[src/rtl/core/bmc_pkg.sv]
`timescale 1ns / 1ps
`default_nettype none

package bmc_pkg;

  localparam int PIX_W = 8;
  localparam int CFG_W = 11;
  localparam int CTR_W = 10;
  localparam int REG_IDX_W = 1;

  localparam logic [CFG_W-1:0] CFG_SIZE_RESET = 11'd400;

  typedef enum logic [REG_IDX_W-1:0] {
    REG_FRAME_WIDTH  = 1'b0,
    REG_FRAME_HEIGHT = 1'b1
  } bmc_reg_e;

  typedef enum logic [1:0] {
    ST_ACCUM  = 2'd0,
    ST_DIVIDE = 2'd1,
    ST_FINISH = 2'd2
  } bmc_state_e;

  typedef struct packed {
    logic accept_pix;
    logic start_div;
    logic div_step;
    logic load_out;
  } bmc_cmd_t;

  typedef struct packed {
    logic frame_last;
  } bmc_stat_t;

endpackage

`default_nettype wire

[src/rtl/core/bmc_pix_if.sv]
`timescale 1ns / 1ps
`default_nettype none

interface bmc_pix_if import bmc_pkg::*; ();
  logic             valid;
  logic             ready;
  logic [PIX_W-1:0] pixel_value;

  modport source (output valid, output pixel_value, input ready);
  modport sink   (input valid, input pixel_value, output ready);
endinterface

`default_nettype wire

[src/rtl/core/bmc_res_if.sv]
`timescale 1ns / 1ps
`default_nettype none

interface bmc_res_if import bmc_pkg::*; ();
  logic             valid;
  logic             ready;
  logic [CTR_W-1:0] center_x;
  logic [CTR_W-1:0] center_y;
  logic             region_empty;

  modport source (output valid, output center_x, output center_y, output region_empty,
                  input ready);
  modport sink   (input valid, input center_x, input center_y, input region_empty,
                  output ready);
endinterface

`default_nettype wire

[src/rtl/core/bmc_ctrl.sv]
`timescale 1ns / 1ps
`default_nettype none

module bmc_ctrl import bmc_pkg::*; #(
  parameter int QN = 10
) (
  input  wire logic      clk_i,
  input  wire logic      rst_ni,
  input  wire logic      in_valid_i,
  output logic           in_ready_o,
  output logic           out_valid_o,
  input  wire logic      out_ready_i,
  input  wire bmc_stat_t stat_i,
  output bmc_cmd_t       cmd_o
);

  localparam int STEP_W = $clog2(QN);
  localparam logic [STEP_W-1:0] LAST_STEP = STEP_W'(QN - 1);

  bmc_state_e        state_q, state_d;
  logic [STEP_W-1:0] step_q, step_d;
  logic              out_valid_q, out_valid_d;
  logic              load_ok;

  assign load_ok = !out_valid_q || out_ready_i;

  // next state
  always_comb begin
    state_d = state_q;
    unique case (state_q)
      ST_ACCUM: begin
        if (in_valid_i && stat_i.frame_last) state_d = ST_DIVIDE;
      end
      ST_DIVIDE: begin
        if (step_q == LAST_STEP) state_d = ST_FINISH;
      end
      ST_FINISH: begin
        if (load_ok) state_d = ST_ACCUM;
      end
      default: state_d = ST_ACCUM;
    endcase
  end

  // outputs
  always_comb begin
    cmd_o      = '0;
    in_ready_o = 1'b0;
    unique case (state_q)
      ST_ACCUM: begin
        in_ready_o       = 1'b1;
        cmd_o.accept_pix = in_valid_i;
        cmd_o.start_div  = in_valid_i && stat_i.frame_last;
      end
      ST_DIVIDE: begin
        cmd_o.div_step = 1'b1;
      end
      ST_FINISH: begin
        cmd_o.load_out = load_ok;
      end
      default: begin
        in_ready_o = 1'b0;
      end
    endcase
  end

  always_comb begin
    step_d = step_q;
    if (cmd_o.start_div) step_d = '0;
    else if (cmd_o.div_step) step_d = step_q + STEP_W'(1);
  end

  always_comb begin
    out_valid_d = out_valid_q;
    if (cmd_o.load_out) out_valid_d = 1'b1;
    else if (out_ready_i) out_valid_d = 1'b0;
  end

  assign out_valid_o = out_valid_q;

  always_ff @(posedge clk_i or negedge rst_ni) begin
    if (!rst_ni) begin
      state_q     <= ST_ACCUM;
      step_q      <= '0;
      out_valid_q <= 1'b0;
    end else begin
      state_q     <= state_d;
      step_q      <= step_d;
      out_valid_q <= out_valid_d;
    end
  end

endmodule

`default_nettype wire

[src/rtl/core/bmc_datapath.sv]
`timescale 1ns / 1ps
`default_nettype none

module bmc_datapath import bmc_pkg::*; #(
  parameter int MAX_WIDTH  = 1024,
  parameter int MAX_HEIGHT = 1024
) (
  input  wire logic                 clk_i,
  input  wire logic                 rst_ni,
  input  wire logic                 cfg_we_i,
  input  wire logic [REG_IDX_W-1:0] cfg_index_i,
  input  wire logic [CFG_W-1:0]     cfg_data_i,
  input  wire logic [PIX_W-1:0]     pixel_value_i,
  input  wire bmc_cmd_t             cmd_i,
  output bmc_stat_t                 stat_o,
  output logic [CTR_W-1:0]          center_x_o,
  output logic [CTR_W-1:0]          center_y_o,
  output logic                      region_empty_o
);

  localparam int COL_W = $clog2(MAX_WIDTH);
  localparam int ROW_W = $clog2(MAX_HEIGHT);
  localparam int WW    = $clog2(MAX_WIDTH + 1);
  localparam int HW    = $clog2(MAX_HEIGHT + 1);
  localparam int CNT_W = $clog2(MAX_WIDTH * MAX_HEIGHT + 1);
  localparam int SX_W  = 2 * COL_W + ROW_W;
  localparam int SY_W  = COL_W + 2 * ROW_W;
  localparam int QN    = (COL_W > ROW_W) ? COL_W : ROW_W;
  localparam int DV_W  = CNT_W + QN - 1;
  localparam int S_MAX = (SX_W > SY_W) ? SX_W : SY_W;
  localparam int CMP_W = (S_MAX > DV_W) ? S_MAX : DV_W;

  logic [CFG_W-1:0] cfg_w_q, cfg_h_q;
  logic [WW-1:0]    w_eff, col_inc;
  logic [HW-1:0]    h_eff, row_inc;
  logic             col_wrap, row_wrap, pix_set;

  logic [COL_W-1:0] col_q, col_d;
  logic [ROW_W-1:0] row_q, row_d;
  logic [SX_W-1:0]  sum_x_q, sum_x_d;
  logic [SY_W-1:0]  sum_y_q, sum_y_d;
  logic [CNT_W-1:0] cnt_q, cnt_d, cnt_add;
  logic [DV_W-1:0]  div_q, div_d;
  logic [QN-1:0]    qx_q, qx_d, qy_q, qy_d;

  logic [CMP_W-1:0] rem_x_ext, rem_y_ext, div_ext, diff_x, diff_y;
  logic             ge_x, ge_y;

  logic [CTR_W-1:0] cx_q, cy_q;
  logic             empty_q;

  // config registers
  always_ff @(posedge clk_i or negedge rst_ni) begin
    if (!rst_ni) begin
      cfg_w_q <= CFG_SIZE_RESET;
      cfg_h_q <= CFG_SIZE_RESET;
    end else if (cfg_we_i) begin
      unique case (bmc_reg_e'(cfg_index_i))
        REG_FRAME_WIDTH:  cfg_w_q <= cfg_data_i;
        REG_FRAME_HEIGHT: cfg_h_q <= cfg_data_i;
        default:          cfg_w_q <= cfg_w_q;
      endcase
    end
  end

  // zero acts as one, oversize saturates at the maximum
  always_comb begin
    if (cfg_w_q == '0) w_eff = WW'(1);
    else if (32'(cfg_w_q) > MAX_WIDTH) w_eff = WW'(MAX_WIDTH);
    else w_eff = WW'(cfg_w_q);

    if (cfg_h_q == '0) h_eff = HW'(1);
    else if (32'(cfg_h_q) > MAX_HEIGHT) h_eff = HW'(MAX_HEIGHT);
    else h_eff = HW'(cfg_h_q);
  end

  assign col_inc  = WW'(col_q) + WW'(1);
  assign row_inc  = HW'(row_q) + HW'(1);
  assign col_wrap = !(col_inc < w_eff);
  assign row_wrap = !(row_inc < h_eff);
  assign pix_set  = pixel_value_i != '0;

  assign stat_o.frame_last = col_wrap && row_wrap;

  assign cnt_add = pix_set ? cnt_q + CNT_W'(1) : cnt_q;

  // one restoring step per cycle for both coordinates against a shared divisor
  assign rem_x_ext = CMP_W'(sum_x_q);
  assign rem_y_ext = CMP_W'(sum_y_q);
  assign div_ext   = CMP_W'(div_q);
  assign ge_x      = rem_x_ext >= div_ext;
  assign ge_y      = rem_y_ext >= div_ext;
  assign diff_x    = rem_x_ext - div_ext;
  assign diff_y    = rem_y_ext - div_ext;

  always_comb begin
    col_d   = col_q;
    row_d   = row_q;
    sum_x_d = sum_x_q;
    sum_y_d = sum_y_q;
    cnt_d   = cnt_q;
    div_d   = div_q;
    qx_d    = qx_q;
    qy_d    = qy_q;
    priority if (cmd_i.load_out) begin
      sum_x_d = '0;
      sum_y_d = '0;
      cnt_d   = '0;
    end else if (cmd_i.div_step) begin
      if (ge_x) sum_x_d = SX_W'(diff_x);
      if (ge_y) sum_y_d = SY_W'(diff_y);
      qx_d  = {qx_q[QN-2:0], ge_x};
      qy_d  = {qy_q[QN-2:0], ge_y};
      div_d = div_q >> 1;
    end else if (cmd_i.accept_pix) begin
      if (pix_set) begin
        sum_x_d = sum_x_q + SX_W'(col_q);
        sum_y_d = sum_y_q + SY_W'(row_q);
      end
      cnt_d = cnt_add;
      if (!col_wrap) begin
        col_d = col_q + COL_W'(1);
      end else begin
        col_d = '0;
        row_d = row_wrap ? '0 : row_q + ROW_W'(1);
      end
      if (cmd_i.start_div) div_d = DV_W'(cnt_add) << (QN - 1);
    end
  end

  always_ff @(posedge clk_i or negedge rst_ni) begin
    if (!rst_ni) begin
      col_q   <= '0;
      row_q   <= '0;
      sum_x_q <= '0;
      sum_y_q <= '0;
      cnt_q   <= '0;
    end else begin
      col_q   <= col_d;
      row_q   <= row_d;
      sum_x_q <= sum_x_d;
      sum_y_q <= sum_y_d;
      cnt_q   <= cnt_d;
    end
  end

  always_ff @(posedge clk_i) begin
    div_q <= div_d;
    qx_q  <= qx_d;
    qy_q  <= qy_d;
  end

  // result register
  always_ff @(posedge clk_i) begin
    if (cmd_i.load_out) begin
      if (cnt_q == '0) begin
        cx_q    <= CTR_W'(w_eff >> 1);
        cy_q    <= CTR_W'(h_eff >> 1);
        empty_q <= 1'b1;
      end else begin
        cx_q    <= CTR_W'(qx_q);
        cy_q    <= CTR_W'(qy_q);
        empty_q <= 1'b0;
      end
    end
  end

  assign center_x_o     = cx_q;
  assign center_y_o     = cy_q;
  assign region_empty_o = empty_q;

endmodule

`default_nettype wire

[src/rtl/core/binary_mask_centroid.sv]
// Centroid of the set (nonzero) pixels of a raster frame. Pixels are taken one per clock in
// raster order; column and row are tracked internally from frame_width and frame_height
// (0 reads as 1, values above MAX_WIDTH / MAX_HEIGHT saturate). After the last pixel of a
// frame, pixel_in.ready drops while a restoring divider produces one quotient bit per cycle
// for both coordinates at once (clog2(max(MAX_WIDTH, MAX_HEIGHT)) bits, 10 at the default
// size), and stays low until the result register is loaded, which waits while it still
// holds an untaken result. An empty frame reports the frame middle with region_empty set.
// The result register lets the next frame stream in while the previous result waits.
`timescale 1ns / 1ps
`default_nettype none

module binary_mask_centroid import bmc_pkg::*; #(
  parameter int MAX_WIDTH  = 1024,
  parameter int MAX_HEIGHT = 1024
) (
  input  wire logic                 clk_i,
  input  wire logic                 rst_ni,
  input  wire logic                 cfg_we_i,
  input  wire logic [REG_IDX_W-1:0] cfg_index_i,
  input  wire logic [CFG_W-1:0]     cfg_data_i,
  bmc_pix_if.sink                   pixel_in,
  bmc_res_if.source                 result_out
);

  localparam int COL_W = $clog2(MAX_WIDTH);
  localparam int ROW_W = $clog2(MAX_HEIGHT);
  localparam int QN    = (COL_W > ROW_W) ? COL_W : ROW_W;

  bmc_cmd_t  cmd;
  bmc_stat_t stat;

  bmc_ctrl #(
    .QN (QN)
  ) u_ctrl (
    .clk_i       (clk_i),
    .rst_ni      (rst_ni),
    .in_valid_i  (pixel_in.valid),
    .in_ready_o  (pixel_in.ready),
    .out_valid_o (result_out.valid),
    .out_ready_i (result_out.ready),
    .stat_i      (stat),
    .cmd_o       (cmd)
  );

  bmc_datapath #(
    .MAX_WIDTH  (MAX_WIDTH),
    .MAX_HEIGHT (MAX_HEIGHT)
  ) u_datapath (
    .clk_i          (clk_i),
    .rst_ni         (rst_ni),
    .cfg_we_i       (cfg_we_i),
    .cfg_index_i    (cfg_index_i),
    .cfg_data_i     (cfg_data_i),
    .pixel_value_i  (pixel_in.pixel_value),
    .cmd_i          (cmd),
    .stat_o         (stat),
    .center_x_o     (result_out.center_x),
    .center_y_o     (result_out.center_y),
    .region_empty_o (result_out.region_empty)
  );

endmodule

`default_nettype wire

[src/flat_wrapper.sv]
// flat-port wrapper written by rule: the top's interface ports become plain ports
module binary_mask_centroid_flat import bmc_pkg::*;
#(
  parameter int MAX_WIDTH  = 1024,
  parameter int MAX_HEIGHT = 1024
)
  (clk_i, rst_ni, cfg_we_i, cfg_index_i, cfg_data_i, pixel_in_valid, pixel_in_pixel_value, pixel_in_ready, result_out_valid, result_out_center_x, result_out_center_y, result_out_region_empty, result_out_ready);
  bmc_pix_if pixel_in_i ();
  bmc_res_if result_out_i ();
  input  wire logic clk_i;
  input  wire logic rst_ni;
  input  wire logic cfg_we_i;
  input  wire logic [REG_IDX_W-1:0] cfg_index_i;
  input  wire logic [CFG_W-1:0] cfg_data_i;
  input wire logic [$bits(pixel_in_i.valid)-1:0] pixel_in_valid;
  input wire logic [$bits(pixel_in_i.pixel_value)-1:0] pixel_in_pixel_value;
  output wire logic [$bits(pixel_in_i.ready)-1:0] pixel_in_ready;
  output wire logic [$bits(result_out_i.valid)-1:0] result_out_valid;
  output wire logic [$bits(result_out_i.center_x)-1:0] result_out_center_x;
  output wire logic [$bits(result_out_i.center_y)-1:0] result_out_center_y;
  output wire logic [$bits(result_out_i.region_empty)-1:0] result_out_region_empty;
  input wire logic [$bits(result_out_i.ready)-1:0] result_out_ready;
  assign pixel_in_i.valid = pixel_in_valid;
  assign pixel_in_i.pixel_value = pixel_in_pixel_value;
  assign pixel_in_ready = pixel_in_i.ready;
  assign result_out_valid = result_out_i.valid;
  assign result_out_center_x = result_out_i.center_x;
  assign result_out_center_y = result_out_i.center_y;
  assign result_out_region_empty = result_out_i.region_empty;
  assign result_out_i.ready = result_out_ready;
  binary_mask_centroid #(.MAX_WIDTH(MAX_WIDTH), .MAX_HEIGHT(MAX_HEIGHT)) u_core (.clk_i(clk_i), .rst_ni(rst_ni), .cfg_we_i(cfg_we_i), .cfg_index_i(cfg_index_i), .cfg_data_i(cfg_data_i), .pixel_in(pixel_in_i), .result_out(result_out_i));
endmodule
[config.mk]
export PLATFORM = sky130hd
export DESIGN_NAME = binary_mask_centroid_flat
export DESIGN_NICKNAME = d
export VERILOG_FILES = /design/src/rtl/core/bmc_pkg.sv /design/src/rtl/core/bmc_pix_if.sv /design/src/rtl/core/bmc_res_if.sv /design/src/rtl/core/bmc_ctrl.sv /design/src/rtl/core/bmc_datapath.sv /design/src/rtl/core/binary_mask_centroid.sv /design/src/flat_wrapper.sv
export SDC_FILE = /design/constraint.sdc
export NUM_CORES = 1
export LEC_CHECK = 0
export BUFFER_PORTS_ARGS = -buffer_cell sky130_fd_sc_hd__buf_2
export CAP_MARGIN = 20
export CELL_PAD_IN_SITES_DETAIL_PLACEMENT = 1
export CELL_PAD_IN_SITES_GLOBAL_PLACEMENT = 1
export CORE_MARGIN = 2
export CORE_UTILIZATION = 40
export DETAILED_ROUTE_END_ITERATION = 8
export GPL_TIMING_DRIVEN = 0
export HOLD_SLACK_MARGIN = 0.03
export PLACE_DENSITY_LB_ADDON = 0.1
export SYNTH_ARGS = -nofsm -noshare
export SYNTH_HDL_FRONTEND = slang
export SYNTH_HIERARCHICAL = 1
export SYNTH_SLANG_ARGS = --single-unit
[constraint.sdc]
create_clock -name clk_i -period 6.6 [get_ports clk_i]
set_input_delay 0.33 -clock clk_i [delete_from_list [all_inputs] [get_ports clk_i]]
set_output_delay 0.33 -clock clk_i [all_outputs]
set_load 0.005 [all_outputs]
==> run_results.csv <==
group,metric,value,unit
run_status,status,"finished, final reports clean",
synthesis,synth_compound_area_frac,0.220,
sta,fin_crit,4590,ps
run,maxCapViolations,0,
sta,slew_headroom,0.256,
drt,wl,49500,µm
power,clkPwrFrac,0.231,
finish,final_nets,1861,
sta,skew,20.6,ps
worst_setup_path,crit_arrival,4750,ps
global_routing,grt_overflow,0,
synthesis,yosys.area_share.simple,0.176,
synthesis,yosysWarningCount,6,
sta,fmaxAchievable,0.218,GHz
global_routing,busiest_layer,"met2",
finish,drive_gt1_frac,0.0905,
sta,fin_crit_sh,0.696,
global_routing,grt_max_degree,74,
global_routing,grt_util_met1,0.341,
power,seqPwrFrac,0.313,
synthesis,synth_cell_types,82,
drt,viasPerCell,5.85,
drt,drt.antenna.violating_nets,0,
sta,setup-tns-final,0,ps
synthesis,ys_ff_latch,201,
floorplanning,io_pins,48,
synthesis,avgSynthCellArea,8.81,µm²
power,fin_total_pwr,6.02,mW
floorplanning,die_w,194,µm
synthesis,synth_xor_area_frac,0.0735,
global_routing,grt_pass1_vias,13200,
cts,clk_pin_slew,60,ps
synthesis,synthDominantCellAreaShare,0.215,
sta,hold_viol,0,
global_routing,antenna_found_initial,0,
drt,drc,0,
worst_setup_path,cp-start-kind,"register",
worst_setup_path,crit_fanout,30,
sta,rsz0062_at_grt,"no",
placement,gp_congestion,0.881,
worst_setup_path,cp-end-kind,"register",
synthesis,netlist_instances,1638,
cts,cts_max_path_buffers,3,
global_routing,track_usage,0.261,
worst_hold_path,min_path_type,"input pin to register",
cts,cts-root-buf,"clkbuf_16",
power,power.density,371,mW/mm²
sta,tightest_slew,1110,ps
synthesis,synth.mux.area_fraction,0.0216,
synthesis,synthAdderAreaFrac,0.0975,
finish,antenna_cells,0,
drt,first_pass_iters,5,
floorplanning,rows,69,
cts,cts_tree,"built",
cts,htreeDepth,1,
global_routing,grt_use_met2,0.447,
placement,io_buffers,47,
floorplanning,die_area,0.0376,mm²
worst_setup_path,worst_ep_required_time,6760,ps
placement,dp_cells,2148,
cts,cts_buffers,26,
drt,drt_iter0_markers,792,
synthesis,synth-seq-area-share,0.374,
synthesis,yosysTopAreaCell,"dfrtp_1",
power,ir_drop,206,µV
drt,post_drt_wl_per_cell,22.4,µm
placement,hpwl,37100,µm
cts,cts_resized,0,
cts,clock_sinks,201,
synthesis,async_flop_share,0.647,
sta,setup_viol,0,
finish,fill_cells,4228,
cts,worstSkewPairLatency,550,ps
floorplanning,dieHeight,194,µm
sta,hold_ws,51.9,ps
global_routing,use_met3,0.0270,
finish,design_area,0.0162,mm²
power,swShare,0.429,
global_routing,grt_pass1_wl,77300,µm
sta,finalMaxSlewViolations,0,
placement,place_area,0.0153,mm²
power,intPower,3.43,mW
synthesis,synthesis.nets,1773,
finish,fin_cells,2206,
power,p_sw,2.58,mW
power,combPwrFrac,0.456,
floorplanning,initial_core_util,0.406,
synthesis,synth-edff-count,71,
synthesis,synth_top_family_by_area,"compound AO/OA/AOI/OAI gates",
finish,syn_to_final_growth,12.6,%
drt,vias,12900,
worst_setup_path,crit_type,"register to register",
synthesis,synth-main-ff-cell,"dfrtp_1",
floorplanning,core,0.0356,mm²
synthesis,syn_area,0.0144,mm²
power,leakage,6.93,nW
synthesis,synth_area_leaders,"dfrtp_1 (22%), edfxtp_1 (15%), ha_1 (9.2%), o21ai_0 (5.4%), nand2_1 (4.9%)",
-- critical path, cell delays in order, from the launching register on --
cell,delay (ps)
dfrtp_1,430
inv_1,90
clkbuf_1,370
nand2_1,200
ha_1,340
a21o_1,120
a21oi_1,60
nor2b_1,110
o21ai_0,90
nand2b_1,80
a21oi_1,60
o2111ai_1,730
and2_1,250
nand4bb_1,220
inv_2,150
a21oi_1,130
nor2_4,750
-- synth_stat cells, drive strengths merged, types with 15 or more instances --
| master | n |
|---|---|
| nand2 | 190 |
| o21ai | 161 |
| nor2 | 127 |
| dfrtp | 124 |
| a21oi | 112 |
| ha | 106 |
| edfxtp | 71 |
| xnor2 | 71 |
| inv | 66 |
| nand3 | 61 |
| clkbuf | 58 |
| a21o | 53 |
| xor2 | 50 |
| o31ai | 38 |
| nor3 | 28 |
| mux2 | 25 |
| and3 | 24 |
| nand4 | 23 |
| nand2b | 17 |
| nor4 | 15 |
-- stage by stage --
| stage | util | setup WS [ps] |
|---|---|---|
| final | 0.457 | 2010 |
| after global routing | 0.457 | 1610 |
| after CTS | 0.456 | 1860 |
| after detailed placement | 0.430 | 1900 |
| after global placement | 0.428 | 642 |
| after floorplan | - | 2240 |
-- layer usage --
| metal | wire (µm) | vias up |
|---|---|---|
| li1 | - | 6174 |
| met1 | 22000 | 6387 |
| met2 | 23600 | 248 |
| met3 | 1890 | 95 |
| met4 | 1970 | 0 |
| met5 | 0 | - |
-- state kept, by name (all words and copies together) (netlist names), 10 cells and up --
signal,cells
u_core/u_datapath/div_ext,30
u_core/u_datapath/rem_x_ext,30
u_core/u_datapath/rem_y_ext,30
u_core/u_datapath/cnt_q,21
u_core/u_datapath/cfg_h_q,11
u_core/u_datapath/cfg_w_q,11
u_core/u_datapath/center_x_o,10
u_core/u_datapath/center_y_o,10
u_core/u_datapath/col_q,10
u_core/u_datapath/qx_q,10
u_core/u_datapath/qy_q,10
u_core/u_datapath/row_q,10
-- layout make-up --
type / count / area, µm² / area share
timing repair buffer: 60 / 402 / 0.0247
clock inverter: 10 / 65.1 / 0.00401
clock buffer: 37 / 763 / 0.0470
multi-input combinational: 1298 / 8500 / 0.523
inverter: 68 / 255 / 0.0157
tap: 461 / 577 / 0.0355
sequential: 201 / 5390 / 0.332
buffer: 71 / 288 / 0.0177
-- power by group through the flow --
stage / clock [mW] / combinational (mW) / sequential [mW]
after floorplan: 0 / 1.99 / 1.78
after global placement: 0 / 2.63 / 1.90
after detailed placement: 0 / 2.71 / 1.90
after CTS: 1.43 / 2.74 / 1.88
after global routing: 1.48 / 3.06 / 1.92
final: 1.39 / 2.75 / 1.88
-- final timing paths --
path                                          startpoint                         endpoint  cells past startpoint  slack, ps
max in group asynchronous                         rst_ni  u_core/u_datapath/rem_y_ext[25]                      3       5420
min in group asynchronous                         rst_ni     u_core/u_datapath/cfg_h_q[2]                      2        330
hold / removal                             cfg_data_i[4]     u_core/u_datapath/cfg_h_q[4]                      2         50
setup / recovery           u_core/u_datapath/cfg_h_q[10]     u_core/u_datapath/div_ext[5]                     16       2010
setup reg to reg           u_core/u_datapath/cfg_h_q[10]     u_core/u_datapath/div_ext[5]                     16       2010
hold reg to reg                u_core/u_datapath/qy_q[3]        u_core/u_datapath/qy_q[4]                      0        440
-- timing repair --
item,4_1_cts,5_1_grt
hold buffers,9,1
buffers inserted,0,0
hold endpoints to repair,65,1
-- logic make-up after synthesis --
group | after synthesis
simple gates | 543
flops | 201
buf+inv | 139
mux | 28
compound gates | 496
fa+ha+maj | 110
xor+xnor | 121
-- cells in the final DEF (no fill, tap or decap), drive strengths merged, types with 6 or more instances in the layout --
cell,synthesis,final
a22o,8,8
nand3,61,61
a21oi,112,112
buf,13,62
a31oi,14,14
a21o,53,53
o21ai,161,161
xor2,50,50
nand4,23,23
nand2,190,190
clkinv,2,11
o31ai,38,38
mux2,25,25
o21bai,10,10
and3,24,24
nor4,15,15
and2,11,11
nand2b,17,17
nor2,127,127
a211oi,9,9
a22oi,6,6
edfxtp,71,71
inv,66,66
or2,7,7
clkbuf,58,96
o211ai,11,11
nor3,28,28
ha,106,106
dfstp,6,6
o21a,6,6
xnor2,71,71
dlygate4sd3,0,10
nor2b,14,14
dfrtp,124,124
No activity file was read; power rests on OpenSTA's default activity.
